### src/design/spnp_ram.sv
// Generic single-write, single-read RAM with registered read data.
// No dependencies.
module spnp_ram #(
	parameter int WIDTH = 64,
	parameter int DEPTH = 64
) (
	input  logic                     clk,
	input  logic                     we,
	input  logic [$clog2(DEPTH)-1:0] waddr,
	input  logic [WIDTH-1:0]         wdata,
	input  logic [$clog2(DEPTH)-1:0] raddr,
	output logic [WIDTH-1:0]         rdata
);

	logic [WIDTH-1:0] mem_q [DEPTH];

	// Write port and registered read port
	always_ff @(posedge clk) begin
		if (we) begin
			mem_q[waddr] <= wdata;
		end
		rdata <= mem_q[raddr];
	end

endmodule

### config.mk
export PLATFORM = sky130hd
export DESIGN_NAME = spnp_ram
export DESIGN_NICKNAME = d
export VERILOG_FILES = /design/src/design/spnp_ram.sv
export SDC_FILE = /design/constraint.sdc
export NUM_CORES = 2
export LEC_CHECK = 0
export ABC_AREA = 1
export BUFFER_PORTS_ARGS = -buffer_cell sky130_fd_sc_hd__buf_4
export CORE_MARGIN = 2
export CORE_UTILIZATION = 44
export DETAILED_ROUTE_END_ITERATION = 10
export MAX_ROUTING_LAYER = met4
export PLACE_DENSITY_LB_ADDON = 0.12
export SLEW_MARGIN = 5
export SYNTH_ARGS = -nofsm -noshare
export SYNTH_HDL_FRONTEND = slang
export SYNTH_SLANG_ARGS = --single-unit
### constraint.sdc
create_clock -name clk -period 15.11 [get_ports clk]
set_clock_uncertainty 0.05 [all_clocks]
set_input_delay 1.511 -clock clk [delete_from_list [all_inputs] [get_ports clk]]
set_output_delay 1.511 -clock clk [all_outputs]
set_load 0.01 [all_outputs]
==> metrics <==
status=completed; WP buf/inv=5; DIE HEIGHT=617 um; CTS tree=built; total number of yosys warnings=0; H-tree lvl count=5; largest net degree at the start of global routing=255; number of max-cap violations=0; CTS max path bufs=4; CP max stage cell=buf_4; Slew HR=0.0131; post-CTS setup buffer count=0; fin. max-slew vios=0; antenna-violating nets left=0; Pwr Total=24,500 uW; Final Cell Area=0.184 mm2; unique cell type count in the Yosys netlist=16; VDD IR-drop max=0.106 mV; ratio of cells with drive above 1 in the final layout=0.0769; Residual DRC=0; Worst Path Max Fanout=254; Hold Path Class=reg -> reg; Layout Nets=13,400; cell row count=225; Syn Area/Cell=12.3 um2; min cycle time layout=5.64 ns; first-pass iteration count of the detailed router=6; Slew @ Worst Pin=1.48 ns; Crit path depth=13; R2R Setup Slk=13.12 ns; post_cts resized=0; worst hold slack=0.747 ns; Core ar.=0.375 mm2; worst setup margin=9.47 ns; drt initial violations=13,700; CP Launch Type=input pin; cells after synthesis=13,400; setup TNS=0 ns; Total Die Area=0.381 mm2; FMAX=177 MHz; Reg2Reg Depth=8; I/O pin cnt=142; Clk Latency, worst-skew pair=0.98 ns; syn_nets=13,500; overall global routing resource usage=0.293; Crit path max-delay family=buffers and inverters; R2R Path Start=mem_q[17][58]; Critical Path AT=6.48 ns; HPWL after DPL=270 mm; Largest stage delay, worst path=0.86 ns; Critical Path Sink Type=flop; Post-Place Setup Slack=8.77 ns; clock transition at the registers of the reported paths=0.06 ns; endpoints failing hold=0; initial antenna violation count=38; vias in the first global route=103,000; first-pass GRT wire length=778 mm; P_leak=0.0641 uW; Synth Cell Area=0.165 mm2; register bit total from synthesis=4,160; unrepaired setup endpoints after global routing=false; DR WL/cell=29.6 um; DIE WIDTH=617 um; GR Overflow Total=0; Area Growth Syn to Fin=11.2%; clk root buf=clkbuf_16; setup violators final=0; starting density of the core=0.441; vias per cell=5.88; IO Port Bufs=141; Critical Path RT=15.95 ns; worst setup path endpoint=rdata[4]; # clock sinks=4,160; crit path kind=in -> reg; power per cell area=133 mW/mm2; worst r2r dst=rdata[58]; hold-fix buffers at CTS=0; CP Cell Sequence=buf_16, inv_16, buf_4, buf_4, buf_12, nand2_1, nand3_1, nand3_1, nand3_1, nand3_1, nand2_1, nand2_1, nand2_1; Post-Place Cell Area=0.170 mm2; crit share post-route=0.373; vias=110,000; crit path from=raddr[0]; final wirelength=553 mm; Fillers=32,600; gpl congestion=0.813; post-synthesis sequential area ratio=0.752; CTS Buf Count=429
[area by class of cell]
type	count	area [um2]	share of cell area
multi-input combinational	8336	36600	0.199
sequential	4160	124000	0.676
clock inverter	229	1850	0.0101
inverter	12	103	0.000558
timing repair buffer	393	3190	0.0174
tap	4994	6250	0.0340
antenna	22	55.1	0.000299
clock buffer	558	11500	0.0627
[registers in the layout, summed over array words and instances, names as in the netlist]
name,flops
mem_q,4096
rdata,64
[through the flow]
stage	utilization	std cells
after floorplan	-	13400
after global placement	0.455	17900
after detailed placement	0.455	17900
after CTS	0.490	18700
after global routing	0.491	18700
final	0.491	18700
[power breakdown]
group	switching [uW]	internal (uW)	leakage (uW)
logic	1070	336	0.0201
clock network	4430	5820	0.00658
registers	46.3	12800	0.0374
[synthesized netlist by cell type, drive strengths merged]
cell type,instances,share of area
nand2,4416,0.10
edfxtp,4096,0.74
nand3,3847,0.12
buf,750,0.026
clkbuf,147,0.0033
dfxtp,64,0.0078
nor2,56,0.0013
inv,12,0.00030
nand4,9,0.00034
nor4,8,0.00030
[cells in the final DEF (no fill, tap or decap), drive strengths merged]
| master | count |
|---|---|
| edfxtp | 4096 |
| buf | 393 |
| nor2 | 56 |
| dfxtp | 64 |
| nand3 | 3847 |
| bufinv | 28 |
| clkinvlp | 6 |
| inv | 22 |
| diode | 22 |
| nand4 | 9 |
| clkinv | 185 |
| clkbuf | 558 |
| nand2 | 4416 |
| nor4 | 8 |
[kinds of logic after synthesis]
kind of cell / count (synthesis) / share of synthesized area
buffers and inverters: 909 / 0.0295
flip-flops: 4160 / 0.752
AND/OR/NAND/NOR: 8336 / 0.219
[layer usage]
| layer | share of wire | vias to the layer above | GRT usage |
|---|---|---|---|
| li1 | - | 47800 | - |
| met1 | 0.41 | 56100 | 0.399 |
| met2 | 0.47 | 5194 | 0.463 |
| met3 | 0.083 | 890 | 0.0412 |
| met4 | 0.032 | 0 | 0.0838 |
| met5 | 0 | - | - |
[worst min-delay path, cell delays in order, from the launching register on]
cell and delay, ns:
edfxtp_1 0.32, nand2_1 0.05, nand3_1 0.05, nand3_1 0.07, nand3_1 0.07, nand3_1 0.06
nand2_1 0.07, nand2_1 0.04, nand2_1 0.04
[how the worst min path moves through the flow]
stage	startpoint	end	slack [ns]	cells past startpoint
final	mem_q[20][59]	rdata[59]	0.75	8
after global routing	mem_q[20][59]	rdata[59]	0.81	8
after floorplan	mem_q[8][0]	rdata[0]	0.67	8
after global placement	mem_q[20][57]	rdata[57]	0.73	8
after detailed placement	mem_q[20][17]	rdata[17]	0.74	8
after CTS	mem_q[20][59]	rdata[59]	0.75	8
Note: power is estimated with default switching activity, not from simulation.
